**src/rtl/hpg_pkg.sv**
```systemverilog
// hpg_pkg: shared types, constants and the cordic arctangent table
// for the hypotrochoid point generator; no dependencies
package hpg_pkg;

	localparam int unsigned ANGLE_W     = 32;
	localparam int unsigned PHASE_W     = 32;
	localparam int unsigned CORDIC_W    = 32;
	localparam int unsigned ATAN_COUNT  = 28;
	localparam int unsigned QUEUE_DEPTH = 4;
	localparam int unsigned APB_ADDR_W  = 3;
	localparam int unsigned APB_DATA_W  = 32;

	// 1/cordic gain at q2.30
	localparam logic signed [CORDIC_W-1:0] CORDIC_START = 32'sd652032874;

	typedef enum logic {
		REG_CIRCLE_RATIO = 1'b0,
		REG_PEN_RATIO    = 1'b1
	} reg_index_t;

	typedef enum logic [1:0] {
		QUAD_0 = 2'd0,
		QUAD_1 = 2'd1,
		QUAD_2 = 2'd2,
		QUAD_3 = 2'd3
	} quadrant_t;

	typedef struct packed {
		logic [PHASE_W-1:0] ph2;
		logic [PHASE_W-1:0] ph1;
	} phase_pair_t;

	typedef struct packed {
		logic full;
		logic empty;
	} queue_status_t;

	// atan(2^-i) as a 32-bit fraction of a turn, rounded to nearest
	function automatic logic signed [CORDIC_W-1:0] atan_turn(input int unsigned idx);
		case (idx)
			0:  return 32'sd536870912;
			1:  return 32'sd316933406;
			2:  return 32'sd167458907;
			3:  return 32'sd85004756;
			4:  return 32'sd42667331;
			5:  return 32'sd21354465;
			6:  return 32'sd10679838;
			7:  return 32'sd5340245;
			8:  return 32'sd2670163;
			9:  return 32'sd1335087;
			10: return 32'sd667544;
			11: return 32'sd333772;
			12: return 32'sd166886;
			13: return 32'sd83443;
			14: return 32'sd41722;
			15: return 32'sd20861;
			16: return 32'sd10430;
			17: return 32'sd5215;
			18: return 32'sd2608;
			19: return 32'sd1304;
			20: return 32'sd652;
			21: return 32'sd326;
			22: return 32'sd163;
			23: return 32'sd81;
			24: return 32'sd41;
			25: return 32'sd20;
			26: return 32'sd10;
			27: return 32'sd5;
			default: return '0;
		endcase
	endfunction

endpackage

```
**src/rtl/hpg_queue.sv**
```systemverilog
// hpg_queue: short fifo of phase pairs between front and back
// uses hpg_pkg
module hpg_queue (
	input  logic                      clk,
	input  logic                      arst_n,
	input  logic                      push,
	input  hpg_pkg::phase_pair_t      push_data,
	input  logic                      pop,
	output hpg_pkg::phase_pair_t      head,
	output hpg_pkg::queue_status_t    status
);

	localparam int unsigned PW = $clog2(hpg_pkg::QUEUE_DEPTH);
	localparam int unsigned CW = $clog2(hpg_pkg::QUEUE_DEPTH + 1);

	hpg_pkg::phase_pair_t  mem_q [0:hpg_pkg::QUEUE_DEPTH-1];
	logic [PW-1:0]         wptr_q, rptr_q;
	logic [CW-1:0]         cnt_q;

	always_ff @(posedge clk) begin
		if (push) begin
			mem_q[wptr_q] <= push_data;
		end
	end

	always_ff @(posedge clk or negedge arst_n) begin
		if (!arst_n) begin
			wptr_q <= '0;
			rptr_q <= '0;
			cnt_q  <= '0;
		end else begin
			if (push) begin
				wptr_q <= wptr_q + PW'(1);
			end
			if (pop) begin
				rptr_q <= rptr_q + PW'(1);
			end
			if (push && !pop) begin
				cnt_q <= cnt_q + CW'(1);
			end else if (pop && !push) begin
				cnt_q <= cnt_q - CW'(1);
			end
		end
	end

	assign head         = mem_q[rptr_q];
	assign status.full  = (cnt_q == CW'(hpg_pkg::QUEUE_DEPTH));
	assign status.empty = (cnt_q == '0);

	a_no_overflow: assert property (@(posedge clk) disable iff (!arst_n)
		!(push && status.full)) else $error("phase queue overflow");
	a_no_underflow: assert property (@(posedge clk) disable iff (!arst_n)
		!(pop && status.empty)) else $error("phase queue underflow");
	a_count_bound: assert property (@(posedge clk) disable iff (!arst_n)
		cnt_q <= CW'(hpg_pkg::QUEUE_DEPTH)) else $error("phase queue count out of range");

endmodule

```
**config.mk**
```make
export PLATFORM = sky130hd
export DESIGN_NAME = hpg_queue
export DESIGN_NICKNAME = d
export VERILOG_FILES = /design/src/rtl/hpg_pkg.sv /design/src/rtl/hpg_queue.sv
export SDC_FILE = /design/constraint.sdc
export NUM_CORES = 1
export LEC_CHECK = 0
export BUFFER_PORTS_ARGS = -buffer_cell sky130_fd_sc_hd__buf_2
export CAP_MARGIN = 20
export CORE_MARGIN = 3
export CORE_UTILIZATION = 30
export CTS_BUF_LIST = sky130_fd_sc_hd__clkbuf_4 sky130_fd_sc_hd__clkbuf_8 sky130_fd_sc_hd__clkbuf_16
export CTS_CLUSTER_SIZE = 40
export DETAILED_ROUTE_END_ITERATION = 6
export PLACE_DENSITY_LB_ADDON = 0.08
export SYNTH_ARGS = -nofsm -noshare
export SYNTH_HDL_FRONTEND = slang
export SYNTH_SLANG_ARGS = --single-unit
```
**constraint.sdc**
```tcl
create_clock -name clk -period 4.1 [get_ports clk]
set_input_delay 0.82 -clock clk [delete_from_list [all_inputs] [get_ports clk]]
set_output_delay 0.82 -clock clk [all_outputs]
set_load 0.02 [all_outputs]
```
# ---- Word level (Yosys, flattened, before mapping)
# Memories as Yosys holds them, arrays and structs flattened.
# Index checks and enable logic that the tools add are counted.
dict set report word_totals {
  ram_bits 256
  output_inout_bits 66
  rom_bits 0
  reg_bits 7
  input_bits 68
  n_memories 1
  latchBits 0
}
# memory words width read_ports rd_clocked_by_memory_dff write_ports line
set memory_table {}
lappend memory_table {mem_q 4 64 1 0 1 hpg_queue.sv:16} ;# hpg_pkg::phase_pair_t mem_q [0:hpg_pkg::QUEUE_DEPTH-1];
dict set report classes {
  muxes 4
  n_bitwise 0
  shifts 0
  add_sub_neg 4
  n_eq_ne 1
  magnitude_cmp 0
  n_div 0
  mul 0
  n_reduce_logical 6
}
# operator count
set ops {}
lappend ops {{$mux 3} 2}
lappend ops {{$add 2x1->2 const B} 2}
lappend ops {{$add 3x1->3 const B} 1}
lappend ops {{$eq 3x3->1 const B} 1}
lappend ops {{$logic_not 3->1} 1}
lappend ops {{$sub 3x1->3 const B} 1}
lappend ops {{$logic_and 1x1->1} 2}
lappend ops {{$logic_not 1->1} 2}
lappend ops {{$mux 1} 2}
lappend ops {{$reduce_bool 2->1} 1}

# ---- Depth between registers and ports, before layout
dict set report depth {
  ltp_word 4
  mapped_depth 7
  mapped_depth_nobuf 7
}

# ---- Worst setup path before layout
# Ideal clock, no wire load.
dict set report synth_path {
  path_type {input to register}
  startpoint {input port push}
  endpoint {memory mem_q[1][0] in the netlist's numbering, enable pin}
  stages 1
  t_arrival_ns 2.327
  setup_time_ns 0.429
  path_slack_ns 1.345
  required_time_ns 3.671
  cell_sequence {and2_1}
}
dict set report synth_via {
  elab_chain_len 2
}
# element line
set synth_lines {}
lappend synth_lines {{start, declared} hpg_queue.sv:6} ;# input logic push,
lappend synth_lines {{$mux 1} hpg_queue.sv:21} ;# if (push) begin
lappend synth_lines {{$mux 1 (implied by the code)} hpg_queue.sv:22} ;# mem_q[wptr_q] <= push_data;
lappend synth_lines {{end, declared} hpg_queue.sv:16}
# No other way between the ends.

==> flow_summary.toml <==
[route]
via_count = 4279
ant_nets = 0
wl_per_cell_um = 20.73
route.detailed.drc = 0
avgViaCountPerCell = 4.528
drtIter0Drc = 161
first_pass_iters = 4
finalWirelength_um = 19590

[grt]
grt_overflow = 0
track_usage_pct = 11.43
grtUsageMet1_pct = 14.39
grt_first_pass_wirelength_um = 29460
grt_antenna_before_repair = 1
grt_max_degree = 47
grt.met3_usage_pct = 2.376
use_met2_pct = 20.19
busiest_layer = "met2"
grt_pass1_vias = 4747

[sta]
finalClockSkew_ps = 7.409
fin_crit_sh_pct = 79.08
final-max-slew-violation-count = 0
grt_setup_unrepaired = "no"
slew_headroom_pct = 49.86
tns_ps = 0
setup_viol = 0
period_needed_ps = 3242
worstMarginPinSlew_ps = 752.1
setup_ws_ps = 857.6
hold_viol = 0
max_freq_mhz = 308.4

[critical_path]
start_kind = "register"
critPathKind = "register to output pin"
reg2reg_from = "wptr_q[1]"
cp.arrival_ps = 2420
ff2ff_setup_slack_ps = 2260
r2r_end = "mem_q[1][21]"
cp.required_ps = 3280
critical_path.max_fanout = 19
cp-end-kind = "output pin"
reg2reg_depth = 4

[clock_tree]
clock_latency_ps = 530
cts.sinks = 263
cts_tree = "done"
post_cts_resized = 0
cts.clk_slew.worst_paths_ps = 60
cts_max_level = 1
clockRootBuffer = "clkbuf_16"
cts_made_buffers = 30
cts_hold_buf = 0
post_cts_buffers = 0
ctsLongestPathBuffers = 3

[synth]
synth_edf_count = 256
synth_most_common_cell = "edfxtp_1"
synthTopCellsByCount = "edfxtp_1 (256), mux4_2 (64), dfrtp_1 (7)"
synthTopCellsByArea = "edfxtp_1 (80%), mux4_2 (15%), dfrtp_1 (1.8%)"
ys_seq_elements = 263
async_reset_ff_share_pct = 2.662
syn_inst = 368
synth.top_cell.area_share_pct = 79.88
synth_area_um2 = 9624
yosysSeqAreaShare_pct = 81.70
syn_avg_cell_area_um2 = 26.15
synth_flop_cell = "edfxtp_1"
yosys.area.top_type = "edfxtp_1"
synth_cell_types = 19
yosysWarnings = 0
synth_nets = 442

[die]
io_pins = 134
design.core.area_um2 = 31070
start_util_pct = 30.98
fp-row-count = 64
die_area_um2 = 34270
die_h_um = 185.1
die_w_um = 185.1

[power_and_ir_drop]
cellPowerDensity_nw_per_um2 = 752.1
ir_drop_mv = 0.3758
power_leakage_uw = 0.004013

[placement]
dp_worst_setup_slack_ps = 1319
hpwl_um = 11680
gp_congestion = 0.6532
io_buffers = 133
dp.cells = 891
placed_area_um2 = 10850

[layout]
diodes = 0
fillers = 2865
final_layout_size_suffix_gt1_share_pct = 46.81
fin_cells = 945
finalCoreUtilization_pct = 37.94
final_nets = 601
final_area_um2 = 11790
areaGrowthSynthToFinish_pct = 22.49

[outcome]
run_status = "finished, final reports clean"

[worst_hold_path]
hp-class = "primary input to asynchronous set/reset pin"

[flow_run]
cap_violations = 0
==> area by class of cell <==
type	count	area (um^2)	share of cell area (%)
Timing Repair Buffer	141	818.3	6.941
Tap cell	396	495.5	4.203
Multi-Input combinational cell	87	1652	14.01
Inverter	4	15.01	0.1274
Clock inverter	13	87.58	0.7429
Clock buffer	41	850.8	7.217
Sequential cell	263	7870	66.76
==> registers in the layout (all words and copies together), names as in the netlist <==
| name | flops |
|---|---|
| mem_q | 256 |
| rptr_q | 2 |
| wptr_q | 2 |
| cnt_q | 3 |
==> layer usage <==
layer | share of wire, % | vias to the layer above
met5 | 0.066 | -
met4 | 1.8 | 2
met2 | 52 | 97
met3 | 4.7 | 30
met1 | 41 | 2251
li1 | - | 1899
==> critical path: stages (launching register included) <==
cell and delay (ps):
dfrtp_4 680, buf_4 430, mux4_2 580, buf_2 180
==> metrics by stage <==
step                hold slack, ps  total power (uW)
detailed placement           493.1              6578
CTS                          98.00              9096
finish                       126.5              8867
global placement             475.1              6486
global route                 115.1              9343
floorplan                    456.3              5585
==> logic make-up (layout without fill, tap and decap cells) <==
family,count (synthesis),after routing,synth area share [%]
flops,263,263,81.70
mux,65,65,15.09
buf+inv,18,199,1.248
simple gates,9,9,0.5069
fa+ha+maj,6,6,0.8580
xor+xnor,6,6,0.5460
compound gates,1,1,0.05195
==> power by group <==
| part | total [uW] | switching [uW] | internal [uW] | leakage (uW) |
|---|---|---|---|---|
| Clock | 2480 | 978 | 1500 | 0.000461 |
| Sequential | 3800 | 274 | 3520 | 0.00243 |
| Combinational | 2590 | 1490 | 1100 | 0.00112 |
==> worst max-delay path by stage <==
stage	from	end	slack (ps)	cells past startpoint
floorplan	push	mem_q[1][0]	1340	1
global placement	rptr_q[0]	head[20]	1320	3
detailed placement	rptr_q[0]	head[20]	1320	3
CTS	rptr_q[0]	head[20]	740	3
global route	rptr_q[0]	head[20]	680	3
finish	rptr_q[0]	head[20]	860	3
==> cells in the final DEF, fill, tap and decap left out, types with 3 or more instances in the layout <==
cell type  count
clkinv_1       9
ha_1           5
buf_4          3
and2_4         4
buf_2        133
buf_16         4
inv_1          4
dfrtp_1        5
mux4_2        64
clkbuf_4      10
clkbuf_16     31
xor2_1         4
edfxtp_1     256
Note: power is estimated with default switching activity, not from simulation.
