<file path="config.mk">
export PLATFORM = sky130hd
export DESIGN_NAME = hpg_cfg
export DESIGN_NICKNAME = d
export VERILOG_FILES = /design/src/rtl/hpg_pkg.sv /design/src/rtl/hpg_cfg.sv
export SDC_FILE = /design/constraint.sdc
export NUM_CORES = 1
export LEC_CHECK = 0
export BUFFER_PORTS_ARGS = -buffer_cell sky130_fd_sc_hd__buf_4
export CAP_MARGIN = 10
export CORE_MARGIN = 2
export CORE_UTILIZATION = 25
export CTS_BUF_LIST = sky130_fd_sc_hd__clkbuf_8 sky130_fd_sc_hd__clkbuf_16
export CTS_CLUSTER_DIAMETER = 150
export DETAILED_ROUTE_END_ITERATION = 10
export GPL_TIMING_DRIVEN = 0
export SLEW_MARGIN = 20
export SYNTH_ARGS = -nofsm -noshare
export SYNTH_HDL_FRONTEND = slang
export SYNTH_SLANG_ARGS = --single-unit
</file>
<file path="constraint.sdc">
create_clock -name clk -period 16.65 [get_ports clk]
set_input_delay 0 -clock clk [delete_from_list [all_inputs] [get_ports clk]]
set_output_delay 0 -clock clk [all_outputs]
set_load 0.05 [all_outputs]
</file>
<file path="src/rtl/hpg_pkg.sv">
// hpg_pkg: shared types, constants and the cordic arctangent table
// for the hypotrochoid point generator; no dependencies
package hpg_pkg;

	localparam int unsigned ANGLE_W     = 32;
	localparam int unsigned PHASE_W     = 32;
	localparam int unsigned CORDIC_W    = 32;
	localparam int unsigned ATAN_COUNT  = 28;
	localparam int unsigned QUEUE_DEPTH = 4;
	localparam int unsigned APB_ADDR_W  = 3;
	localparam int unsigned APB_DATA_W  = 32;

	// 1/cordic gain at q2.30
	localparam logic signed [CORDIC_W-1:0] CORDIC_START = 32'sd652032874;

	typedef enum logic {
		REG_CIRCLE_RATIO = 1'b0,
		REG_PEN_RATIO    = 1'b1
	} reg_index_t;

	typedef enum logic [1:0] {
		QUAD_0 = 2'd0,
		QUAD_1 = 2'd1,
		QUAD_2 = 2'd2,
		QUAD_3 = 2'd3
	} quadrant_t;

	typedef struct packed {
		logic [PHASE_W-1:0] ph2;
		logic [PHASE_W-1:0] ph1;
	} phase_pair_t;

	typedef struct packed {
		logic full;
		logic empty;
	} queue_status_t;

	// atan(2^-i) as a 32-bit fraction of a turn, rounded to nearest
	function automatic logic signed [CORDIC_W-1:0] atan_turn(input int unsigned idx);
		case (idx)
			0:  return 32'sd536870912;
			1:  return 32'sd316933406;
			2:  return 32'sd167458907;
			3:  return 32'sd85004756;
			4:  return 32'sd42667331;
			5:  return 32'sd21354465;
			6:  return 32'sd10679838;
			7:  return 32'sd5340245;
			8:  return 32'sd2670163;
			9:  return 32'sd1335087;
			10: return 32'sd667544;
			11: return 32'sd333772;
			12: return 32'sd166886;
			13: return 32'sd83443;
			14: return 32'sd41722;
			15: return 32'sd20861;
			16: return 32'sd10430;
			17: return 32'sd5215;
			18: return 32'sd2608;
			19: return 32'sd1304;
			20: return 32'sd652;
			21: return 32'sd326;
			22: return 32'sd163;
			23: return 32'sd81;
			24: return 32'sd41;
			25: return 32'sd20;
			26: return 32'sd10;
			27: return 32'sd5;
			default: return '0;
		endcase
	endfunction

endpackage

</file>
<file path="src/rtl/hpg_cfg.sv">
// hpg_cfg: apb register file for the two ratios and the derived gains,
// with a bit-serial divider for the speed ratio; uses hpg_pkg
module hpg_cfg #(
	parameter int unsigned FRAC_BITS = 16
) (
	input  logic                              clk,
	input  logic                              arst_n,
	input  logic                              psel,
	input  logic                              penable,
	input  logic                              pwrite,
	input  logic [hpg_pkg::APB_ADDR_W-1:0]    paddr,
	input  logic [hpg_pkg::APB_DATA_W-1:0]    pwdata,
	output logic [hpg_pkg::APB_DATA_W-1:0]    prdata,
	output logic                              pready,
	output logic [FRAC_BITS:0]                ring_gain,
	output logic [FRAC_BITS:0]                arm_gain,
	output logic [31:0]                       speed_ratio,
	output logic                              busy
);

	localparam int unsigned RW = FRAC_BITS + 1;
	localparam int unsigned NW = 2 * FRAC_BITS + 1;
	localparam int unsigned CW = $clog2(NW + 1);
	localparam logic [RW-1:0] ONE  = {1'b1, {FRAC_BITS{1'b0}}};
	localparam logic [RW-1:0] HALF = ONE >> 1;

	logic [RW-1:0]      circle_q, pen_q, ring_q, arm_q, k_q, rem_q;
	logic [31:0]        speed_q;
	logic               busy_q;
	logic [NW-1:0]      num_q, quot_q;
	logic [CW-1:0]      cnt_q;

	logic               wr;
	hpg_pkg::reg_index_t widx;
	logic [RW-1:0]      wval, k_raw, l_raw, k_cl, l_cl, ring_nx, arm_nx, rem_nx;
	logic [2*RW-1:0]    prod_lk, arm_sum;
	logic [RW:0]        trial, diff;
	logic               ge;
	logic [NW-1:0]      quot_nx;
	logic [NW+31:0]     qx;
	logic [31:0]        speed_nx;

	assign wr    = psel & penable & pwrite;
	assign widx  = hpg_pkg::reg_index_t'(paddr[2]);
	assign wval  = pwdata[RW-1:0];
	assign pready = 1'b1;

	always_comb begin
		k_raw = (wr && widx == hpg_pkg::REG_CIRCLE_RATIO) ? wval : circle_q;
		l_raw = (wr && widx == hpg_pkg::REG_PEN_RATIO) ? wval : pen_q;
		if (k_raw == '0) begin
			k_cl = RW'(1);
		end else if (k_raw > ONE) begin
			k_cl = ONE;
		end else begin
			k_cl = k_raw;
		end
		l_cl    = (l_raw > ONE) ? ONE : l_raw;
		ring_nx = ONE - k_cl;
		prod_lk = l_cl * k_cl;
		arm_sum = prod_lk + {{RW{1'b0}}, HALF};
		arm_nx  = arm_sum[FRAC_BITS +: RW];
	end

	// restoring divide, one quotient bit a cycle
	always_comb begin
		trial    = {rem_q, num_q[NW-1]};
		diff     = trial - {1'b0, k_q};
		ge       = (trial >= {1'b0, k_q});
		rem_nx   = ge ? diff[RW-1:0] : trial[RW-1:0];
		quot_nx  = {quot_q[NW-2:0], ge};
		qx       = {32'b0, quot_nx};
		speed_nx = (|qx[NW+31:32]) ? '1 : qx[31:0];
	end

	always_ff @(posedge clk or negedge arst_n) begin
		if (!arst_n) begin
			circle_q <= HALF;
			pen_q    <= ONE;
			ring_q   <= HALF;
			arm_q    <= HALF;
			speed_q  <= 32'(ONE);
			busy_q   <= 1'b0;
			k_q      <= HALF;
			num_q    <= '0;
			rem_q    <= '0;
			quot_q   <= '0;
			cnt_q    <= '0;
		end else if (wr) begin
			unique case (widx)
				hpg_pkg::REG_CIRCLE_RATIO: circle_q <= wval;
				hpg_pkg::REG_PEN_RATIO:    pen_q    <= wval;
			endcase
			ring_q <= ring_nx;
			arm_q  <= arm_nx;
			k_q    <= k_cl;
			num_q  <= {ring_nx, {FRAC_BITS{1'b0}}};
			rem_q  <= '0;
			quot_q <= '0;
			cnt_q  <= CW'(NW);
			busy_q <= 1'b1;
		end else if (busy_q) begin
			num_q  <= num_q << 1;
			rem_q  <= rem_nx;
			quot_q <= quot_nx;
			cnt_q  <= cnt_q - CW'(1);
			if (cnt_q == CW'(1)) begin
				busy_q  <= 1'b0;
				speed_q <= speed_nx;
			end
		end
	end

	always_comb begin
		unique case (hpg_pkg::reg_index_t'(paddr[2]))
			hpg_pkg::REG_CIRCLE_RATIO: prdata = hpg_pkg::APB_DATA_W'(circle_q);
			hpg_pkg::REG_PEN_RATIO:    prdata = hpg_pkg::APB_DATA_W'(pen_q);
		endcase
	end

	assign ring_gain   = ring_q;
	assign arm_gain    = arm_q;
	assign speed_ratio = speed_q;
	assign busy        = busy_q;

	a_write_starts_divide: assert property (@(posedge clk) disable iff (!arst_n)
		wr |=> busy_q) else $error("divider not started by register write");
	a_busy_from_write: assert property (@(posedge clk) disable iff (!arst_n)
		$rose(busy_q) |-> $past(wr)) else $error("divider started without a write");
	a_count_live: assert property (@(posedge clk) disable iff (!arst_n)
		busy_q |-> cnt_q != '0) else $error("divider busy with zero count");

endmodule

</file>
# Yosys cells after proc, flatten, opt, wreduce, memory -nomap -nowiden

Cells that the tools add are included.

Add/subtract/negate cells: 4
Multiply operators: 1
$lt $le $gt $ge: 3
Equality and inequality tests: 1
Muxes and demuxes: 19
Bitwise gates (word level): 4
Reductions and logical operators: 7

Operators with widths:

| operator                 | number |
|---|---|
| $mux W17                 | 8 |
| $mux W32                 | 3 |
| $mux W33                 | 2 |
| $pmux W32 S2             | 1 |
| $gt A17 B17 Y1 const B   | 2 |
| $add A33 B16 Y33 const B | 1 |
| $mul A17 B17 Y33         | 1 |
| $ge A18 B17 Y1           | 1 |
| $logic_not A17 Y1        | 1 |
| $sub A17 B17 Y17         | 1 |
| $sub A17 B17 Y17 const A | 1 |
| $mux W6                  | 2 |
| $eq A6 B1 Y1 const B     | 1 |
| $sub A6 B1 Y6 const B    | 1 |
| $reduce_and A2 Y1        | 2 |
| $mux W1                  | 3 |
| $reduce_and A3 Y1        | 1 |
| $and A1 B1 Y1            | 2 |
| $logic_and A1 B1 Y1      | 2 |
| $not A1 Y1               | 2 |
| $reduce_bool A2 Y1       | 1 |

Flip-flop bits (word level): 206
Input port bits: 40
Output and inout port bits: 100
Word-level logic and storage cells: 50

# Longest topological paths before layout

Depth in word-level cells: 9
Depth in mapped cells: 31
Depth with buffers taken out: 27

# Worst setup path after synthesis

Ideal clock, no wire load.

Path type: reg2reg
Start: register circle_q[3]
End: register arm_q[16] (netlist: arm_gain[16])
Library setup time: 0.070 ns
Data arrival time: 7.282 ns
Data required time: 16.580 ns
Slack: 9.298 ns
Stages on the path, launching flop included: 28
Buffers on the path: 3
Clock period less this slack: 7.352 ns
Cells stage by stage: dfrtp_1 nor4_1 and4_2 mux2i_4 nand2_1 buf_2 nor2_1 clkbuf_1 nand2_1 fa_1 inv_1 fa_1 fa_1 fa_1 fa_1 inv_1 fa_1 inv_1 ha_1 clkbuf_1 nand4_1 a2111o_1 o221ai_1 a21oi_1 nand3_2 a221o_1 or4_1 nand3_1

Cells in the longest elaborated chain, start to end: 6
Elaborated cells between the ends (all ways): 7
Those cells by class: add/sub (1); mul (1); order compare (1); mux (3); reduce/logical (1)

Ends and longest elaborated chain:

| what                     | line          | RTL |
|---|---|---|
| start: declaration       | hpg_cfg.sv:27 | `logic [RW-1:0] circle_q, pen_q, ring_q, arm_q, k_q, rem_q;` |
| start signal: assignment | hpg_cfg.sv:91 | `hpg_pkg::REG_CIRCLE_RATIO: circle_q <= wval;` |
| $mux W17 *               | hpg_cfg.sv:49 | `k_raw = (wr && widx == hpg_pkg::REG_CIRCLE_RATIO) ? wval : circle_q;` |
| $gt A17 B17 Y1           | hpg_cfg.sv:53 | `end else if (k_raw > ONE) begin` |
| $mux W17                 | hpg_cfg.sv:53 |  |
| $mux W17 *               | hpg_cfg.sv:51 | `if (k_raw == '0) begin` |
| $mul A17 B17 Y33 *       | hpg_cfg.sv:60 | `prod_lk = l_cl * k_cl;` |
| $add A33 B16 Y33 *       | hpg_cfg.sv:61 | `arm_sum = prod_lk + {{RW{1'b0}}, HALF};` |
| end signal: assignment   | hpg_cfg.sv:95 | `arm_q <= arm_nx;` |
| end: declaration         | hpg_cfg.sv:27 |  |

Every way passes the cells marked *; elsewhere a longest branch is shown, timed or not.
A chain may end at the register's enable or synchronous reset.

# Final worst setup path

Start: input pwdata[13] (netlist name)
End: register arm_q[8] (netlist: arm_gain[8])

Cells in the longest elaborated chain, start to end: 6
Elaborated cells between the ends (all ways): 10
Those cells by class: add/sub (1); mul (1); order compare (2); mux (5); reduce/logical (1)

Ends and longest elaborated chain:

| what               | line          | RTL |
|---|---|---|
| start: declaration | hpg_cfg.sv:12 | `input logic [hpg_pkg::APB_DATA_W-1:0] pwdata,` |
| $mux W17           | hpg_cfg.sv:49 |  |
| $gt A17 B17 Y1     | hpg_cfg.sv:53 |  |
| $mux W17           | hpg_cfg.sv:53 |  |
| $mux W17           | hpg_cfg.sv:51 |  |
| $mul A17 B17 Y33 * | hpg_cfg.sv:60 |  |
| $add A33 B16 Y33 * | hpg_cfg.sv:61 |  |

Marked as above.

==> impl.org <==
** Timing
- Setup violations remaining at the end of the flow were counted as 0.
- The number of max-slew violations in the final report came to 0.
- The worst pin sits at a relative slew slack of 0.144.
- In the final timing run, aggregate negative setup slack is 0 ns.
- Final Hold Viols :: 0
- Part of the cycle the worst path needs :: 0.585
- Subtracting the final worst setup slack from the clock period gives 9.74 ns.
- Slew at the pin with the worst max-slew slack :: 1.28 ns
- Largest clock skew in the final design :: 0.0179 ns
- Static timing analysis puts the maximum clock frequency at 103 MHz.
- Setup repair after global routing left no endpoint under its margin.

** Synthesis
- Yosys printed 0 warnings.
- The netlist uses 74 different library cells.
- Synthesized-area fraction occupied by xor and xnor cells :: 0.0191
- Synthesized cell area :: 18800 sq um
- Of the total synthesized cell area, the portion taken by AND, OR, NAND and NOR gates is 0.163.
- Counting every instance in the synthesized netlist gives 2085.
- In this run, synthesis inferred 0 flip-flops with an integrated enable.
- For this run, the leading register cell type out of synthesis is dfrtp_1.
- Largest family of logic cells by synthesized area :: adder cells
- Share of the yosys chip area belonging to registers :: 0.253
- The fraction of the mapped netlist area in compound gates was 0.0835.
- Dividing the synthesized area by the synthesized cell count gives 8.99 sq um.
- After synthesis, the share of flip-flops with an asynchronous set or reset is 1.00.
- Post-synthesis mux area share :: 0.0637
- Synthesized-area fraction occupied by adder cells :: 0.327
- Counting flops and latches in the post-synthesis netlist gives 189.

** Clock network
- CTS placed an instance of clkbuf_16 at the clock tree root.
- CTS built an H-tree with a depth of 4.
- CTS Buffer Depth :: 2
- CTS tree :: yes
- Clock-pin slew was measured on the worst setup and hold paths at 0.08 ns.
- Number of sinks handled by clock tree synthesis :: 189
- CTS hold repair buffers :: 18
- Post-CTS setup buffer count :: 0
- Insertion delay of the later-clocked pin in the worst-skew pair :: 0.45 ns
- TritonCTS created 17 clock buffers.
- In this run, post-CTS repair resized a total of 0 instances.

** Routing
- Drt via density :: 4.71
- Via count :: 15200
- WL per Instance :: 18.7 um
- For this block, the routed nets add up to 60500 um of wire.
- The detail route stage leaves a number of antenna-violating nets equal to 0.
- DRC marker count from the first detailed-route iteration :: 1131
- DRC violation count after routing :: 0
- Number of search-and-repair iterations in the first detailed-routing pass :: 7

** Worst setup path
- In this run the worst path has a maximum fanout of 10.
- STA classifies the critical path endpoint as a flip-flop.
- Startpoint type of the worst setup path :: primary input
- Worst setup path class :: in -> reg
- Data on the critical path arrives at its endpoint at 10.03 ns.
- Data required time at the worst endpoint :: 16.94 ns

** Finish
- Register area :: 4740 sq um
- Summing all multi-input logic gate instances after layout gives 12400 sq um.
- Fill count :: 7938
- Layout cells sized above 1 :: 0.104
- At the end of the flow, the number of nets in the layout was 2639.
- Signed area change from the synthesized netlist to the final layout :: 15.4%

** Status
- The run finished with clean final reports.

** Global route
- The first global-routing pass estimated 94200 um of wire.
- All-Layer GR Usage :: 0.160
- Number of antenna violations at the first check in global routing :: 2
- Pin count of the biggest net entering global routing :: 95
- Via count of the first global-routing pass :: 15500
- For this run the aggregate overflow at the end of global routing stands at 0.

** Worst hold path
- In this run the worst hold path is classified as in -> reg.

** Die
- Floorplan row count :: 100
- Initial cell density of the core :: 0.252
- Die boundary width :: 278 um
- The region available for standard cell placement spans 74300 sq um.
- 140 I/O pins were placed.
- Area of the die :: 77200 sq um
- From bottom edge to top edge, the die measures 278 um.

** Place
- The congestion estimate from routability-driven global placement came to 0.995.
- DPL Wire Length :: 48900 um
- In this run the tool buffered the top-level ports with 105 buffer cells.

** Run
- Max-cap violations in this run came to 0.
## critical path: stages
cell	delay, ns
dlygate4sd3_1	0.53
buf_4	0.17
nor4_1	0.47
and4_1	0.32
mux2i_1	0.86
nand2_1	0.34
nor2_1	0.68
clkbuf_1	0.54
nand2_1	0.17
fa_1	0.55
fa_1	0.51
inv_1	0.05
fa_1	0.48
fa_1	0.57
fa_1	0.62
inv_1	0.08
fa_1	0.58
inv_1	0.06
ha_1	0.27
clkbuf_1	0.34
nand4_1	0.20
a2111o_1	0.42
nor3_1	0.18
nand4_1	0.18
nand3_2	0.30
a221o_1	0.31
xnor2_1	0.15
o21ai_0	0.09
## metal layers
| layer | track usage | wire length, um |
|---|---|---|
| met3 | 0.0451 | 5220 |
| met1 | 0.214 | 26500 |
| met2 | 0.248 | 26800 |
| met4 | 0.0549 | 1970 |
| met5 | 0 | 22 |
## final cells by class
cell class | instances | share of cell area
clock buffers | 17 | 0.0197
flip-flops and latches | 189 | 0.219
plain buffers | 106 | 0.0231
diodes | 1 | 0.000116
repair buffers | 125 | 0.0476
inverters | 320 | 0.0555
well taps | 969 | 0.0560
clock inverters | 15 | 0.00792
multi-input cells | 1484 | 0.571
## flip-flops by register name (all words and copies together), names as in the netlist
signal	cells
arm_gain	17
busy	1
circle_q	17
cnt_q	6
k_q	16
num_q	17
pen_q	17
quot_q	32
rem_q	17
ring_gain	17
speed_ratio	32
## per-stage QoR
step | instance area (sq um) | hold WS [ns] | setup slack [ns] | cells | util
floorplan | 18800 | -0.296 | 9.30 | 2099 | -
global placement | 20800 | 0.312 | 7.15 | 3173 | 0.280
detailed placement | 20900 | -0.195 | 7.11 | 3175 | 0.281
CTS | 21600 | 0.110 | 7.01 | 3225 | 0.291
global route | 21600 | 0.131 | 6.47 | 3225 | 0.291
finish | 21600 | 0.135 | 6.91 | 3226 | 0.291
## worst paths after layout
check,start,to,slack [ns],depth (start not counted)
min in group asynchronous,arst_n,speed_ratio[26]$_DFFE_PN0P_,0.15,3
worst max-delay path,pwdata[13],arm_gain[8]$_DFFE_PN0N_,6.91,28
worst min register to register,ring_gain[15]$_DFFE_PN1N_,ring_gain[15]$_DFFE_PN1N_,0.46,2
max in group asynchronous,arst_n,ring_gain[15]$_DFFE_PN1N_,15.63,4
worst max register to register,circle_q[13]$_DFFE_PN0N_,arm_gain[8]$_DFFE_PN0N_,7.30,26
worst min-delay path,penable,pen_q[0]$_DFFE_PN0N_,0.13,3
## synth_stat cells (17+ instances only)
library cell / n / area, sq um
inv_1: 320 / 1200
nor2_1: 278 / 1040
nand2_1: 276 / 1040
fa_1: 224 / 4480
dfrtp_1: 183 / 4580
ha_1: 132 / 1650
o21ai_0: 104 / 521
mux2i_1: 78 / 781
clkbuf_1: 65 / 244
a21oi_1: 46 / 230
mux2_2: 32 / 360
nand3_1: 26 / 130
xnor2_1: 24 / 210
buf_4: 19 / 143
a211oi_1: 17 / 128
a21o_1: 17 / 128
nand4_1: 17 / 106
nor3_1: 17 / 85.1
xor2_1: 17 / 149
## cell families after synthesis
group           count (synthesis)
simple gates                  705
buf+inv                       426
xor+xnor                       41
mux                           113
other cells                     2
compound gates                253
fa+ha+maj                     356
flops                         189
## cells in the final DEF (no fill, tap or decap), drive strengths merged, types with 10 or more instances in the layout
cell type	instances
inv	326
nor2	289
nand2	276
fa	224
dfrtp	183
buf	148
ha	132
o21ai	108
clkbuf	82
mux2i	79
a21oi	46
mux2	34
nand3	27
xnor2	24
dlygate4sd3	18
nand4	18
nor3	18
a211oi	18
xor2	17
a21o	17
conb	16
nor4	13
nor2b	11
nand2b	11
o21a	11
and3	10
Power is left out: the tool's default activity adds up to more than one toggle a clock period on the data nets, which glitch-free logic cannot reach.
