[src/rtl/hpg_pkg.sv]
// hpg_pkg: shared types, constants and the cordic arctangent table
// for the hypotrochoid point generator; no dependencies
package hpg_pkg;

	localparam int unsigned ANGLE_W     = 32;
	localparam int unsigned PHASE_W     = 32;
	localparam int unsigned CORDIC_W    = 32;
	localparam int unsigned ATAN_COUNT  = 28;
	localparam int unsigned QUEUE_DEPTH = 4;
	localparam int unsigned APB_ADDR_W  = 3;
	localparam int unsigned APB_DATA_W  = 32;

	// 1/cordic gain at q2.30
	localparam logic signed [CORDIC_W-1:0] CORDIC_START = 32'sd652032874;

	typedef enum logic {
		REG_CIRCLE_RATIO = 1'b0,
		REG_PEN_RATIO    = 1'b1
	} reg_index_t;

	typedef enum logic [1:0] {
		QUAD_0 = 2'd0,
		QUAD_1 = 2'd1,
		QUAD_2 = 2'd2,
		QUAD_3 = 2'd3
	} quadrant_t;

	typedef struct packed {
		logic [PHASE_W-1:0] ph2;
		logic [PHASE_W-1:0] ph1;
	} phase_pair_t;

	typedef struct packed {
		logic full;
		logic empty;
	} queue_status_t;

	// atan(2^-i) as a 32-bit fraction of a turn, rounded to nearest
	function automatic logic signed [CORDIC_W-1:0] atan_turn(input int unsigned idx);
		case (idx)
			0:  return 32'sd536870912;
			1:  return 32'sd316933406;
			2:  return 32'sd167458907;
			3:  return 32'sd85004756;
			4:  return 32'sd42667331;
			5:  return 32'sd21354465;
			6:  return 32'sd10679838;
			7:  return 32'sd5340245;
			8:  return 32'sd2670163;
			9:  return 32'sd1335087;
			10: return 32'sd667544;
			11: return 32'sd333772;
			12: return 32'sd166886;
			13: return 32'sd83443;
			14: return 32'sd41722;
			15: return 32'sd20861;
			16: return 32'sd10430;
			17: return 32'sd5215;
			18: return 32'sd2608;
			19: return 32'sd1304;
			20: return 32'sd652;
			21: return 32'sd326;
			22: return 32'sd163;
			23: return 32'sd81;
			24: return 32'sd41;
			25: return 32'sd20;
			26: return 32'sd10;
			27: return 32'sd5;
			default: return '0;
		endcase
	endfunction

endpackage

[src/rtl/hpg_front.sv]
// hpg_front: accepts angle samples and forms both phases
// (fraction of t and fraction of speed_ratio * t); uses hpg_pkg
module hpg_front #(
	parameter int unsigned FRAC_BITS = 16
) (
	input  logic                           clk,
	input  logic                           arst_n,
	input  logic                           s_tvalid,
	output logic                           s_tready,
	input  logic [hpg_pkg::ANGLE_W-1:0]    s_tdata,    // [31:0] angle_turns
	input  logic                           cfg_busy,
	input  logic [31:0]                    speed_ratio,
	input  hpg_pkg::queue_status_t         q_status,
	output logic                           push,
	output hpg_pkg::phase_pair_t           push_data
);

	logic                              v_s1, v_s2, fe, acc;
	logic [hpg_pkg::ANGLE_W-1:0]       t_s1;
	logic [63:0]                       prod_s2;
	logic [hpg_pkg::PHASE_W-1:0]       ph1_s2, ph2;

	assign fe       = !v_s2 || !q_status.full;
	assign s_tready = fe && !cfg_busy;
	assign acc      = s_tvalid && s_tready;

	always_ff @(posedge clk or negedge arst_n) begin
		if (!arst_n) begin
			v_s1 <= 1'b0;
			v_s2 <= 1'b0;
		end else if (fe) begin
			v_s1 <= acc;
			v_s2 <= v_s1;
		end
	end

	always_ff @(posedge clk) begin
		if (fe) begin
			t_s1    <= s_tdata;
			prod_s2 <= speed_ratio * t_s1;
			ph1_s2  <= {t_s1[FRAC_BITS-1:0], {(hpg_pkg::PHASE_W-FRAC_BITS){1'b0}}};
		end
	end

	// second phase: 2F fraction bits of the product as a 32-bit turn fraction
	generate
		if (2 * FRAC_BITS >= 32) begin : g_ph2_wide
			assign ph2 = prod_s2[2*FRAC_BITS-1 -: 32];
		end else begin : g_ph2_narrow
			assign ph2 = {prod_s2[2*FRAC_BITS-1:0], {(32-2*FRAC_BITS){1'b0}}};
		end
	endgenerate

	assign push          = v_s2 && !q_status.full;
	assign push_data.ph1 = ph1_s2;
	assign push_data.ph2 = ph2;

endmodule

[config.mk]
export PLATFORM = sky130hd
export DESIGN_NAME = hpg_front
export DESIGN_NICKNAME = d
export VERILOG_FILES = /design/src/rtl/hpg_pkg.sv /design/src/rtl/hpg_front.sv
export SDC_FILE = /design/constraint.sdc
export NUM_CORES = 1
export LEC_CHECK = 0
export ABC_AREA = 1
export BUFFER_PORTS_ARGS = -buffer_cell sky130_fd_sc_hd__buf_2
export CORE_ASPECT_RATIO = 1.2
export CORE_MARGIN = 2
export CORE_UTILIZATION = 25
export DETAILED_ROUTE_END_ITERATION = 10
export PLACE_DENSITY_LB_ADDON = 0.3
export SLEW_MARGIN = 25
export SYNTH_ARGS = -nofsm -noshare
export SYNTH_HDL_FRONTEND = slang
export SYNTH_SLANG_ARGS = --single-unit
export TNS_END_PERCENT = 30
[constraint.sdc]
create_clock -name clk -period 8.32 [get_ports clk]
set_clock_uncertainty 0.15 [all_clocks]
set_input_delay 0 -clock clk [delete_from_list [all_inputs] [get_ports clk]]
set_output_delay 0 -clock clk [all_outputs]
set_load 0.02 [all_outputs]
-- After elaboration in Yosys (flattened, before gate mapping)
Index checks and enable logic that the tools add are counted.
- register bits: 82
- input bits: 70
- logic and storage cells: 13
- $mul: 1
- reduce and logical (&&, ||, !) cells: 7
- operator list (operator ; number):
    multiplier 32 x 32 -> 32 bit ; 1
    logical AND 1 bit ; 3
    zero test 1 bit ; 3
    logical OR 1 bit ; 1

-- Longest topological paths before layout
Gate-level depths: netlist (run 1).
- word-level depth: 4
- gate-level depth with buffers: 31

-- Least setup slack after synthesis (run 1)
Ideal clock, no wire load.
- path kind: reg-to-reg
- from: register t_s1[2] in the netlist's numbering
- to: register prod_s2[31], data pin
- library setup time: 0.252 ns
- arrival time: 6.336 ns
- data required time: 7.918 ns
- slack: 1.581 ns
- cell stages (with the launch flop): 29
- path buffers: 2
- path through: edfxtp_1 -> clkbuf_1 -> clkbuf_1 -> nand2_1 -> inv_1 -> fa_1 -> inv_1 -> fa_1 -> fa_1 -> fa_1 -> inv_1 -> fa_1 -> inv_1 -> fa_1 -> inv_1 -> fa_1 -> fa_1 -> ha_1 -> nand4_1 -> nor3_2 -> nand4_1 -> nand3_2 -> nand3_1 -> nand2_1 -> nand2_1 -> nand3_1 -> o21ai_0 -> nand3_1 -> nand2_1
- longest elaborated chain between the ends: 1
- RTL lines (item ; line ; text):
    start, declared ; hpg_front.sv:19 ; logic [hpg_pkg::ANGLE_W-1:0] t_s1;
    start signal, assigned ; hpg_front.sv:39 ; t_s1 <= s_tdata;
    multiplier 32 x 32 -> 32 bit ; hpg_front.sv:40 ; prod_s2 <= speed_ratio * t_s1;
    end signal, assigned ; hpg_front.sv:40 ;
    end, declared ; hpg_front.sv:20 ; logic [63:0] prod_s2;
No other way between the ends.
A chain may end at the register's enable or synchronous reset.

-- Final worst setup path (run 1)
- from: register t_s1[9] in the netlist's numbering
- to: register prod_s2[31], data pin
Same word-level chain as after synthesis.

==> results of run 1 <==
critical path: cells and delay by family, from the launching register on:
kind	cells	cell delay, ps
AO/OA/AOI/OAI	1	300
adder cells (fa/ha/maj)	9	4150
buffers and inverters	5	280
flip-flops	1	950
AND/OR/NAND/NOR	11	1400
cell usage in the layout (no fill, tap or decap), types with 17 or more instances in the layout:
cell	instances
nand3_1	45
buf_2	118
ha_1	123
nand2_1	672
dlygate4sd3_1	36
a21oi_1	32
fa_1	408
buf_4	31
xor2_1	23
edfxtp_1	80
xnor2_1	17
inv_1	776
state kept, by name, indices dropped and copies added, names as in the netlist:
register	count
t_s1	32
prod_s2	32
v_s1	1
ph1_s2	16
v_s2	1
kinds of logic after synthesis:
kind of cell	Yosys count	share of synthesized area (%)
adders and majority gates	531	50.1
other	1	0.0194
buffers and inverters	900	18.1
AOI/OAI and AO/OA	62	1.87
DFF	82	12.7
and+or+nand+nor	754	15.2
xor gates and xnor gates	42	2.01
Yosys cell counts, drive strengths merged, types with 16 or more instances:
library cell | count | area [um2]
a21oi | 34 | 178
buf | 54 | 318
clkbuf | 64 | 241
edfxtp | 80 | 2400
fa | 408 | 8170
ha | 123 | 1540
inv | 779 | 2920
nand2 | 677 | 2550
nand3 | 46 | 235
nor2 | 16 | 60.1
xnor2 | 17 | 149
xor2 | 24 | 218
final timing paths:
path	end	start	cells after the start	slack [ps]
setup / recovery	prod_s2[31]	t_s1[9]	26	820
hold / removal	v_s2	q_status[1]	3	50
setup reg to reg	prod_s2[31]	t_s1[9]	26	820
hold reg to reg	v_s2	v_s1	2	300
max in group asynchronous	v_s1	arst_n	3	7620
min in group asynchronous	v_s2	arst_n	3	270
metrics by stage:
step | hold WS (ps) | cell area, um2
6_report | 46.8 | 21600
5_1_grt | 112 | 21600
4_1_cts | 55.9 | 21600
3_5_place_dp | -364 | 21000
3_3_place_gp | -361 | 21000
2_1_floorplan | -446 | 19400
area by class of cell:
class / count / area, um2 / share of cell area (%)
multi-input cells: 1405 / 13500 / 62.3
flip-flops and latches: 82 / 2450 / 11.3
well taps: 1017 / 1270 / 5.88
inverters: 782 / 2940 / 13.6
clock inverters: 7 / 78.8 / 0.365
repair buffers: 185 / 1180 / 5.47
clock buffers: 9 / 225 / 1.04
routing by layer:
| metal | track usage (%) | vias to the layer above | share of wire [%] |
|---|---|---|---|
| met1 | 17.0 | 6952 | 43 |
| met2 | 25.3 | 182 | 52 |
| met5 | 0 | - | 0 |
| met3 | 1.77 | 45 | 2.5 |
| li1 | - | 6747 | - |
| met4 | 5.12 | 0 | 3.1 |
timing repair:
action / CTS / global route
setup buffers: 0 / 0
hold buffers: 36 / 0
hold endpoints to repair: 35 / 0
==> impl_results.html, run 1 <==
<table>
<tr><th>Metric</th><th>Value</th></tr>
<tr><th colspan="2">Final layout</th></tr>
<tr><td>Post-layout utilization of the core</td><td>28.3%</td></tr>
<tr><td>Post-Layout Cell Count</td><td>3487</td></tr>
<tr><td>Area added between synthesis and finish</td><td>11.7%</td></tr>
<tr><td>Nets@finish</td><td>3066</td></tr>
<tr><td>Diodes inserted</td><td>0</td></tr>
<tr><td>Share of cells above drive strength 1</td><td>7.33%</td></tr>
<tr><td>Filler cell count in the final layout</td><td>8172</td></tr>
<tr><th colspan="2">Synth</th></tr>
<tr><td>Number of synthesis warnings</td><td>0</td></tr>
<tr><td>Gate count of the mapped netlist</td><td>2372</td></tr>
<tr><td>Count of different cell masters after synthesis</td><td>38</td></tr>
<tr><td>Sequential cell area fraction in the yosys report</td><td>12.7%</td></tr>
<tr><td>Number of synthesized register bits</td><td>82</td></tr>
<tr><td>Number of enable flip-flop cells after synthesis</td><td>80</td></tr>
<tr><td>Ys flop type</td><td>edfxtp_1</td></tr>
<tr><td>Summed instance area of the synthesized netlist</td><td>19400 um2</td></tr>
<tr><td>Average footprint of a synthesized cell</td><td>8.16 um2</td></tr>
<tr><td>Proportion of synthesized flip-flops having asynchronous set or reset</td><td>2.44%</td></tr>
<tr><th colspan="2">Global route</th></tr>
<tr><td>Vias in the first global route</td><td>14800</td></tr>
<tr><td>Maximum number of pins on one net before global-route repair</td><td>56</td></tr>
<tr><td>Wire length of the first global-routing pass</td><td>84500 um</td></tr>
<tr><td>Final global-route overflow total</td><td>0</td></tr>
<tr><td>Global routing usage summed across all routing layers</td><td>14.0%</td></tr>
<tr><td>Number of antenna violations at the first check in global routing</td><td>0</td></tr>
<tr><th colspan="2">Timing</th></tr>
<tr><td>Total negative slack</td><td>0 ps</td></tr>
<tr><td>Number of hold violations in the final report</td><td>0</td></tr>
<tr><td>Tightest Pin Transition</td><td>928 ps</td></tr>
<tr><td>Count of final max-slew check failures</td><td>0</td></tr>
<tr><td>Maximum achievable frequency</td><td>133 MHz</td></tr>
<tr><td>Setup slack of the critical path after layout</td><td>822 ps</td></tr>
<tr><td>Final worst path period share</td><td>90.1%</td></tr>
<tr><td>Tightest slew margin relative to the limit</td><td>38.1%</td></tr>
<tr><td>Number of endpoints failing setup at the final stage</td><td>0</td></tr>
<tr><td>Setup repair after global routing missed its margin</td><td>false</td></tr>
<tr><td>Post-layout minimum cycle time</td><td>7500 ps</td></tr>
<tr><th colspan="2">Placement</th></tr>
<tr><td>Detailed placer's ending HPWL</td><td>43900 um</td></tr>
<tr><td>Routability Congestion</td><td>0.806</td></tr>
<tr><td>Post-placement cell count</td><td>3435</td></tr>
<tr><td>Quantity of I/O buffers inserted on ports</td><td>118</td></tr>
<tr><td>Worst setup slack after placement</td><td>806 ps</td></tr>
<tr><th colspan="2">Critical path</th></tr>
<tr><td>Slowest stage delay, CP</td><td>950 ps</td></tr>
<tr><td>CP required</td><td>8340 ps</td></tr>
<tr><td>Critical Path Most Common Cell</td><td>fa_1</td></tr>
<tr><td>Arrival time of data at the critical path endpoint</td><td>7520 ps</td></tr>
<tr><td>Crit Path Max Fanout</td><td>17</td></tr>
<tr><td>Critical path class</td><td>reg2reg</td></tr>
<tr><td>Critical path startpoint category</td><td>flip-flop</td></tr>
<tr><td>CP Capture Type</td><td>flip-flop</td></tr>
<tr><td>Cell with the largest stage delay on the worst path</td><td>edfxtp_1</td></tr>
<tr><th colspan="2">Floorplanning</th></tr>
<tr><td>Row cnt</td><td>111</td></tr>
<tr><td>Die width</td><td>258 um</td></tr>
<tr><td>Die span in y</td><td>309 um</td></tr>
<tr><td>Ports</td><td>136</td></tr>
<tr><td>Die Footprint</td><td>79700 um2</td></tr>
<tr><td>Standard cell core area</td><td>76500 um2</td></tr>
<tr><td>Initial standard-cell utilization of the core</td><td>25.3%</td></tr>
<tr><th colspan="2">Route</th></tr>
<tr><td>Average wire length per cell after detail routing</td><td>15.2 um</td></tr>
<tr><td>Number of nets still failing antenna checks after routing</td><td>0</td></tr>
<tr><td>First-iteration detailed-routing DRC count</td><td>527</td></tr>
<tr><td>Post-route DRC violation count</td><td>0</td></tr>
<tr><td>Number of vias after detailed routing</td><td>13900</td></tr>
<tr><td>Iteration count of the initial detailed-routing pass</td><td>5</td></tr>
<tr><td>Routed via count divided by cell count</td><td>3.99</td></tr>
<tr><td>WL final</td><td>52900 um</td></tr>
<tr><th colspan="2">Clock network</th></tr>
<tr><td>Clock Sinks</td><td>82</td></tr>
<tr><td>CTS Buffer Depth</td><td>2</td></tr>
<tr><td>Post-CTS clock slew at the launch and capture registers of the worst setup and hold paths</td><td>90 ps</td></tr>
<tr><td>Root buffer cell</td><td>clkbuf_16</td></tr>
<tr><td>Number of buffers added by the clock tree synthesis step</td><td>9</td></tr>
<tr><td>Depth of the CTS H-tree</td><td>3</td></tr>
<tr><td>Clock tree from TritonCTS</td><td>done</td></tr>
<tr><td>PostCTS Resize Cnt</td><td>0</td></tr>
<tr><td>Clock latency at the later pin of the worst-skew pair</td><td>420 ps</td></tr>
<tr><th colspan="2">Job</th></tr>
<tr><td>Max-capacitance violation count</td><td>0</td></tr>
<tr><th colspan="2">Hold path</th></tr>
<tr><td>Worst Hold Class</td><td>in2reg</td></tr>
<tr><th colspan="2">Outcome</th></tr>
<tr><td>Result of the run</td><td>finished, final reports clean</td></tr>
</table>
Power of run 1 is left out: the tool's default activity adds up to more than one toggle a clock period on the data nets, which glitch-free logic cannot reach.
==> run 2: changes to the inputs <==
--- a/config.mk
+++ b/config.mk
@@ -6,11 +6,11 @@
 export NUM_CORES = 1
 export LEC_CHECK = 0
 export ABC_AREA = 1
-export BUFFER_PORTS_ARGS = -buffer_cell sky130_fd_sc_hd__buf_2
 export CORE_ASPECT_RATIO = 1.2
 export CORE_MARGIN = 2
 export CORE_UTILIZATION = 25
 export DETAILED_ROUTE_END_ITERATION = 10
+export DONT_BUFFER_PORTS = 1
 export PLACE_DENSITY_LB_ADDON = 0.3
 export SLEW_MARGIN = 25
 export SYNTH_ARGS = -nofsm -noshare
==> impl_results.html, run 2 (synthesis results as in run 1) <==
<table>
<tr><th>Metric</th><th>Value</th></tr>
<tr><th colspan="2">Timing</th></tr>
<tr><td>Count of final max-slew check failures</td><td>0</td></tr>
<tr><td>Setup repair after global routing missed its margin</td><td>false</td></tr>
<tr><td>Tightest Pin Transition</td><td>929 ps</td></tr>
<tr><td>Number of endpoints failing setup at the final stage</td><td>0</td></tr>
<tr><td>Number of hold violations in the final report</td><td>0</td></tr>
<tr><td>Final worst path period share</td><td>90.8%</td></tr>
<tr><td>Post-layout minimum cycle time</td><td>7560 ps</td></tr>
<tr><td>Total negative slack</td><td>0 ps</td></tr>
<tr><td>Tightest slew margin relative to the limit</td><td>38.1%</td></tr>
<tr><td>Maximum achievable frequency</td><td>132 MHz</td></tr>
<tr><td>Setup slack of the critical path after layout</td><td>763 ps</td></tr>
<tr><th colspan="2">Clock network</th></tr>
<tr><td>Clock tree from TritonCTS</td><td>done</td></tr>
<tr><td>Number of buffers added by the clock tree synthesis step</td><td>9</td></tr>
<tr><td>Clock Sinks</td><td>82</td></tr>
<tr><td>Root buffer cell</td><td>clkbuf_16</td></tr>
<tr><td>PostCTS Resize Cnt</td><td>0</td></tr>
<tr><td>CTS Buffer Depth</td><td>2</td></tr>
<tr><td>Clock latency at the later pin of the worst-skew pair</td><td>410 ps</td></tr>
<tr><td>Depth of the CTS H-tree</td><td>3</td></tr>
<tr><td>Total setup buffers inserted after CTS</td><td>0</td></tr>
<tr><td>Post-CTS clock slew at the launch and capture registers of the worst setup and hold paths</td><td>80 ps</td></tr>
<tr><td>Count of hold-fix buffers inserted at cts</td><td>42</td></tr>
<tr><th colspan="2">Floorplanning</th></tr>
<tr><td>Initial standard-cell utilization of the core</td><td>25.3%</td></tr>
<tr><td>Row cnt</td><td>111</td></tr>
<tr><td>Ports</td><td>136</td></tr>
<tr><td>Standard cell core area</td><td>76500 um2</td></tr>
<tr><td>Die span in y</td><td>309 um</td></tr>
<tr><td>Die width</td><td>258 um</td></tr>
<tr><td>Die Footprint</td><td>79700 um2</td></tr>
<tr><th colspan="2">Route</th></tr>
<tr><td>Routed via count divided by cell count</td><td>4.01</td></tr>
<tr><td>Metal2 WL</td><td>28000 um</td></tr>
<tr><td>First-iteration detailed-routing DRC count</td><td>697</td></tr>
<tr><td>Average wire length per cell after detail routing</td><td>15.9 um</td></tr>
<tr><td>Number of vias after detailed routing</td><td>13500</td></tr>
<tr><td>Top Metal Used</td><td>met4</td></tr>
<tr><td>Post-route DRC violation count</td><td>0</td></tr>
<tr><td>WL final</td><td>53500 um</td></tr>
<tr><td>Iteration count of the initial detailed-routing pass</td><td>5</td></tr>
<tr><td>Met3 WL post-DR</td><td>1760 um</td></tr>
<tr><td>Number of nets still failing antenna checks after routing</td><td>0</td></tr>
<tr><td>Routed metal-1 wire length</td><td>22300 um</td></tr>
<tr><th colspan="2">Hold path</th></tr>
<tr><td>Number of stages on the worst hold path</td><td>1</td></tr>
<tr><td>Worst Hold Launch</td><td>q_status[1]</td></tr>
<tr><td>Hold endpoint</td><td>s_tready</td></tr>
<tr><td>Worst Hold Class</td><td>in2out</td></tr>
<tr><th colspan="2">Global route</th></tr>
<tr><td>Vias in the first global route</td><td>14700</td></tr>
<tr><td>Maximum number of pins on one net before global-route repair</td><td>56</td></tr>
<tr><td>Wire length of the first global-routing pass</td><td>85300 um</td></tr>
<tr><td>Global routing usage summed across all routing layers</td><td>14.2%</td></tr>
<tr><td>Number of antenna violations at the first check in global routing</td><td>0</td></tr>
<tr><td>Final global-route overflow total</td><td>0</td></tr>
<tr><th colspan="2">Critical path</th></tr>
<tr><td>Endpoint of the worst register-to-register path</td><td>prod_s2[31]</td></tr>
<tr><td>Crit Path Max Fanout</td><td>15</td></tr>
<tr><td>Worst reg-to-reg path cell count</td><td>26</td></tr>
<tr><td>Worst reg2reg path startpoint</td><td>t_s1[8]</td></tr>
<tr><td>CP required</td><td>8330 ps</td></tr>
<tr><td>Critical path startpoint category</td><td>flip-flop</td></tr>
<tr><td>Reg-to-reg slack, setup</td><td>760 ps</td></tr>
<tr><td>Arrival time of data at the critical path endpoint</td><td>7570 ps</td></tr>
<tr><td>CP Capture Type</td><td>flip-flop</td></tr>
<tr><td>Critical path class</td><td>reg2reg</td></tr>
<tr><th colspan="2">Job</th></tr>
<tr><td>Max-capacitance violation count</td><td>0</td></tr>
<tr><th colspan="2">Final layout</th></tr>
<tr><td>Most frequent cells in the layout</td><td>inv_1, nand2_1, fa_1</td></tr>
<tr><td>Nets@finish</td><td>2948</td></tr>
<tr><td>Biggest registers after layout</td><td>prod_s2 (32), t_s1 (32), ph1_s2 (16)</td></tr>
<tr><td>Leading cell type in the layout, fill and taps excluded</td><td>inv_1</td></tr>
<tr><td>Area added between synthesis and finish</td><td>8.78%</td></tr>
<tr><td>Diodes inserted</td><td>0</td></tr>
<tr><td>Share of cells above drive strength 1</td><td>2.42%</td></tr>
<tr><th colspan="2">Placement</th></tr>
<tr><td>Quantity of I/O buffers inserted on ports</td><td>0</td></tr>
<tr><td>Worst setup slack after placement</td><td>730 ps</td></tr>
<tr><td>Routability Congestion</td><td>0.825</td></tr>
<tr><td>Detailed placer's ending HPWL</td><td>43500 um</td></tr>
<tr><th colspan="2">Outcome</th></tr>
<tr><td>Result of the run</td><td>finished, final reports clean</td></tr>
</table>
==> run 2: routing by layer <==
| metal | vias up | global-route usage, % |
|---|---|---|
| li1 | 6504 | - |
| met1 | 6768 | 16.8 |
| met2 | 210 | 26.2 |
| met3 | 40 | 2.04 |
| met4 | 0 | 4.83 |
| met5 | - | 0 |
==> run 2: final cells by class <==
class	instances	area, um2
multi-input combinational	1405	13500
fill	8214	55500
timing repair buffer	67	616
clock buffer	9	225
clock inverter	7	81.3
sequential	82	2450
tap	1017	1270
inverter	782	2940
==> run 2: worst max-delay path by stage <==
stage,startpoint,end,slack [ps],cells after the start
after floorplan,t_s1[2],prod_s2[31],1580,28
after global placement,t_s1[5],prod_s2[31],810,26
after detailed placement,t_s1[8],prod_s2[31],730,26
after CTS,t_s1[8],prod_s2[31],740,26
after global routing,t_s1[8],prod_s2[31],390,27
final,t_s1[8],prod_s2[31],760,26
==> run 2: worst max-delay path, cell delays in order (launching register included) <==
cell and delay, ps:
edfxtp_1 930, nand2_1 190, fa_1 460, inv_1 70, fa_1 430, fa_1 520
inv_1 50, fa_1 470, inv_1 60, fa_1 500, inv_1 60, fa_1 520
inv_1 50, fa_1 490, fa_1 410, ha_1 380, nand4_1 160, nor3_2 160
nand4_1 120, nand3_2 150, nand3_1 80, nand2_1 110, nand2_1 90, nand3_1 70
o21ai_0 320, nand3_1 210, nand2_1 70
==> run 2: stage by stage <==
stage / hold WS, ps / cell area (um2) / util, % / std cells
2_1_floorplan: -446 / 19400 / - / 2387
3_3_place_gp: -446 / 20300 / 26.5 / 3310
5_1_grt: 21.6 / 21100 / 27.5 / 3369
6_report: 9.06 / 21100 / 27.5 / 3369
3_5_place_dp: -446 / 20300 / 26.5 / 3310
4_1_cts: 10.0 / 21000 / 27.5 / 3368
Power of run 2 is left out for the same reason.
==> run 3: changes to the inputs <==
--- a/config.mk
+++ b/config.mk
@@ -7,12 +7,11 @@
 export LEC_CHECK = 0
 export ABC_AREA = 1
 export CORE_ASPECT_RATIO = 1.2
-export CORE_MARGIN = 2
+export CORE_MARGIN = 10
 export CORE_UTILIZATION = 25
 export DETAILED_ROUTE_END_ITERATION = 10
 export DONT_BUFFER_PORTS = 1
 export PLACE_DENSITY_LB_ADDON = 0.3
-export SLEW_MARGIN = 25
 export SYNTH_ARGS = -nofsm -noshare
 export SYNTH_HDL_FRONTEND = slang
 export SYNTH_SLANG_ARGS = --single-unit
==> impl_results.html, run 3 (synthesis results as in run 1) <==
<table>
<tr><th>Metric</th><th>Value</th></tr>
<tr><th colspan="2">Outcome</th></tr>
<tr><td>Result of the run</td><td>finished, final reports clean</td></tr>
<tr><th colspan="2">Global route</th></tr>
<tr><td>Vias in the first global route</td><td>14900</td></tr>
<tr><td>Wire length of the first global-routing pass</td><td>86400 um</td></tr>
<tr><td>Number of antenna violations at the first check in global routing</td><td>0</td></tr>
<tr><td>Maximum number of pins on one net before global-route repair</td><td>55</td></tr>
<tr><td>Global routing usage summed across all routing layers</td><td>12.7%</td></tr>
<tr><td>Final global-route overflow total</td><td>0</td></tr>
<tr><th colspan="2">Floorplanning</th></tr>
<tr><td>Die span in y</td><td>325 um</td></tr>
<tr><td>Die Footprint</td><td>89000 um2</td></tr>
<tr><td>Row cnt</td><td>111</td></tr>
<tr><td>Initial standard-cell utilization of the core</td><td>25.3%</td></tr>
<tr><td>Die width</td><td>274 um</td></tr>
<tr><td>Ports</td><td>136</td></tr>
<tr><td>Standard cell core area</td><td>76500 um2</td></tr>
<tr><th colspan="2">Clock network</th></tr>
<tr><td>PostCTS Resize Cnt</td><td>0</td></tr>
<tr><td>Depth of the CTS H-tree</td><td>3</td></tr>
<tr><td>Number of buffers added by the clock tree synthesis step</td><td>9</td></tr>
<tr><td>Clock Sinks</td><td>82</td></tr>
<tr><td>Post-CTS clock slew at the launch and capture registers of the worst setup and hold paths</td><td>70 ps</td></tr>
<tr><td>Root buffer cell</td><td>clkbuf_16</td></tr>
<tr><td>Clock tree from TritonCTS</td><td>done</td></tr>
<tr><td>Clock latency at the later pin of the worst-skew pair</td><td>410 ps</td></tr>
<tr><td>CTS Buffer Depth</td><td>2</td></tr>
<tr><th colspan="2">Critical path</th></tr>
<tr><td>CP required</td><td>8320 ps</td></tr>
<tr><td>Critical path class</td><td>reg2reg</td></tr>
<tr><td>Slowest stage delay, CP</td><td>780 ps</td></tr>
<tr><td>Critical Path Most Common Cell</td><td>fa_1</td></tr>
<tr><td>CP Capture Type</td><td>flip-flop</td></tr>
<tr><td>Cell with the largest stage delay on the worst path</td><td>edfxtp_1</td></tr>
<tr><td>Crit path cell chain</td><td>buf_4, nand2_1, fa_1, inv_1, fa_1, inv_1, fa_1, inv_1, fa_1, fa_1, fa_1, fa_1, fa_1, ha_1, nand2_1, nor4_1, nand3_1, nand3_1, a31oi_1, xor2_1</td></tr>
<tr><td>Arrival time of data at the critical path endpoint</td><td>7320 ps</td></tr>
<tr><td>Crit Path Max Fanout</td><td>10</td></tr>
<tr><td>Critical path startpoint category</td><td>flip-flop</td></tr>
<tr><th colspan="2">Final layout</th></tr>
<tr><td>Most frequent cells in the layout</td><td>inv_1, nand2_1, fa_1</td></tr>
<tr><td>Nets@finish</td><td>2946</td></tr>
<tr><td>Leading cell type in the layout, fill and taps excluded</td><td>inv_1</td></tr>
<tr><td>Diodes inserted</td><td>0</td></tr>
<tr><td>Biggest registers after layout</td><td>prod_s2 (32), t_s1 (32), ph1_s2 (16)</td></tr>
<tr><td>Share of cells above drive strength 1</td><td>2.34%</td></tr>
<tr><td>Area added between synthesis and finish</td><td>8.66%</td></tr>
<tr><th colspan="2">Placement</th></tr>
<tr><td>Detailed placer's ending HPWL</td><td>44800 um</td></tr>
<tr><td>Routability Congestion</td><td>0.824</td></tr>
<tr><td>Quantity of I/O buffers inserted on ports</td><td>0</td></tr>
<tr><th colspan="2">Route</th></tr>
<tr><td>Iteration count of the initial detailed-routing pass</td><td>5</td></tr>
<tr><td>Average wire length per cell after detail routing</td><td>16.1 um</td></tr>
<tr><td>Routed via count divided by cell count</td><td>3.99</td></tr>
<tr><td>Routed metal-1 wire length</td><td>22400 um</td></tr>
<tr><td>Number of vias after detailed routing</td><td>13400</td></tr>
<tr><td>Number of nets still failing antenna checks after routing</td><td>0</td></tr>
<tr><td>First-iteration detailed-routing DRC count</td><td>635</td></tr>
<tr><td>WL final</td><td>54100 um</td></tr>
<tr><td>Top Metal Used</td><td>met4</td></tr>
<tr><td>Met3 WL post-DR</td><td>1740 um</td></tr>
<tr><td>Post-route DRC violation count</td><td>0</td></tr>
<tr><td>Metal2 WL</td><td>28400 um</td></tr>
<tr><th colspan="2">Timing</th></tr>
<tr><td>Tightest Pin Transition</td><td>841 ps</td></tr>
<tr><td>Maximum achievable frequency</td><td>137 MHz</td></tr>
<tr><td>Final worst path period share</td><td>88.0%</td></tr>
<tr><td>Post-layout minimum cycle time</td><td>7320 ps</td></tr>
<tr><td>Count of final max-slew check failures</td><td>0</td></tr>
<tr><td>Setup repair after global routing missed its margin</td><td>false</td></tr>
<tr><td>Number of endpoints failing setup at the final stage</td><td>0</td></tr>
<tr><td>Total negative slack</td><td>0 ps</td></tr>
<tr><td>Tightest slew margin relative to the limit</td><td>43.9%</td></tr>
<tr><td>Number of hold violations in the final report</td><td>0</td></tr>
<tr><th colspan="2">Hold path</th></tr>
<tr><td>Worst Hold Class</td><td>in2out</td></tr>
<tr><th colspan="2">Job</th></tr>
<tr><td>Max-capacitance violation count</td><td>0</td></tr>
</table>
run 3: cell count changes in the layout (fill, tap and decap cells not counted):
cell / before / now
buf_4: 24 / 23
buf_8: 1 / 0
run 3: what timing repair did:
| item | in CTS | in global routing |
|---|---|---|
| hold buffers | 42 | 0 |
| setup buffers | 0 | 0 |
| hold endpoints to repair | 48 | 0 |
run 3: area by class of cell:
cell class              instances  area (um2)
inverters                     782        2940
clock inverters                 7        81.3
flip-flops and latches         82        2450
repair buffers                 65         593
clock buffers                   9         225
well taps                    1017        1270
fillers                      8283       55500
multi-input cells            1405       13500
run 3: worst max-delay path, delay by kind of cell (launching register included):
kind / cells / cell delay, ps
flops: 1 / 780
fa+ha+maj: 9 / 4460
simple gates: 5 / 930
compound gates: 1 / 120
buf+inv: 4 / 470
xor+xnor: 1 / 150
run 3: stage by stage:
stage	area (um2)	std cells	utilization (%)	hold slack (ps)	setup WS [ps]
after global routing	21000	3367	27.5	38.6	615
after detailed placement	20300	3309	26.5	-445	1020
final	21000	3367	27.5	24.8	999
after global placement	20300	3309	26.5	-445	1070
after floorplan	19400	2387	-	-446	1580
after CTS	21000	3367	27.5	2.16	999
run 3: metal layers:
metal	GRT usage (%)	up-vias
li1	-	6500
met4	4.43	0
met2	23.2	168
met1	14.7	6719
met3	1.96	47
met5	0	-
run 3: path summary, 6_finish.rpt:
| kind | from | end | slack (ps) | depth (start not counted) |
|---|---|---|---|---|
| worst max-delay path | t_s1[8] | prod_s2[28] | 1000 | 20 |
| worst min-delay path | q_status[1] | s_tready | 20 | 1 |
| worst max register to register | t_s1[8] | prod_s2[28] | 1000 | 20 |
| worst min register to register | v_s1 | v_s2 | 310 | 2 |
| max in group asynchronous | arst_n | v_s2 | 7670 | 2 |
| min in group asynchronous | arst_n | v_s1 | 210 | 2 |
Power of run 3 is left out for the same reason.
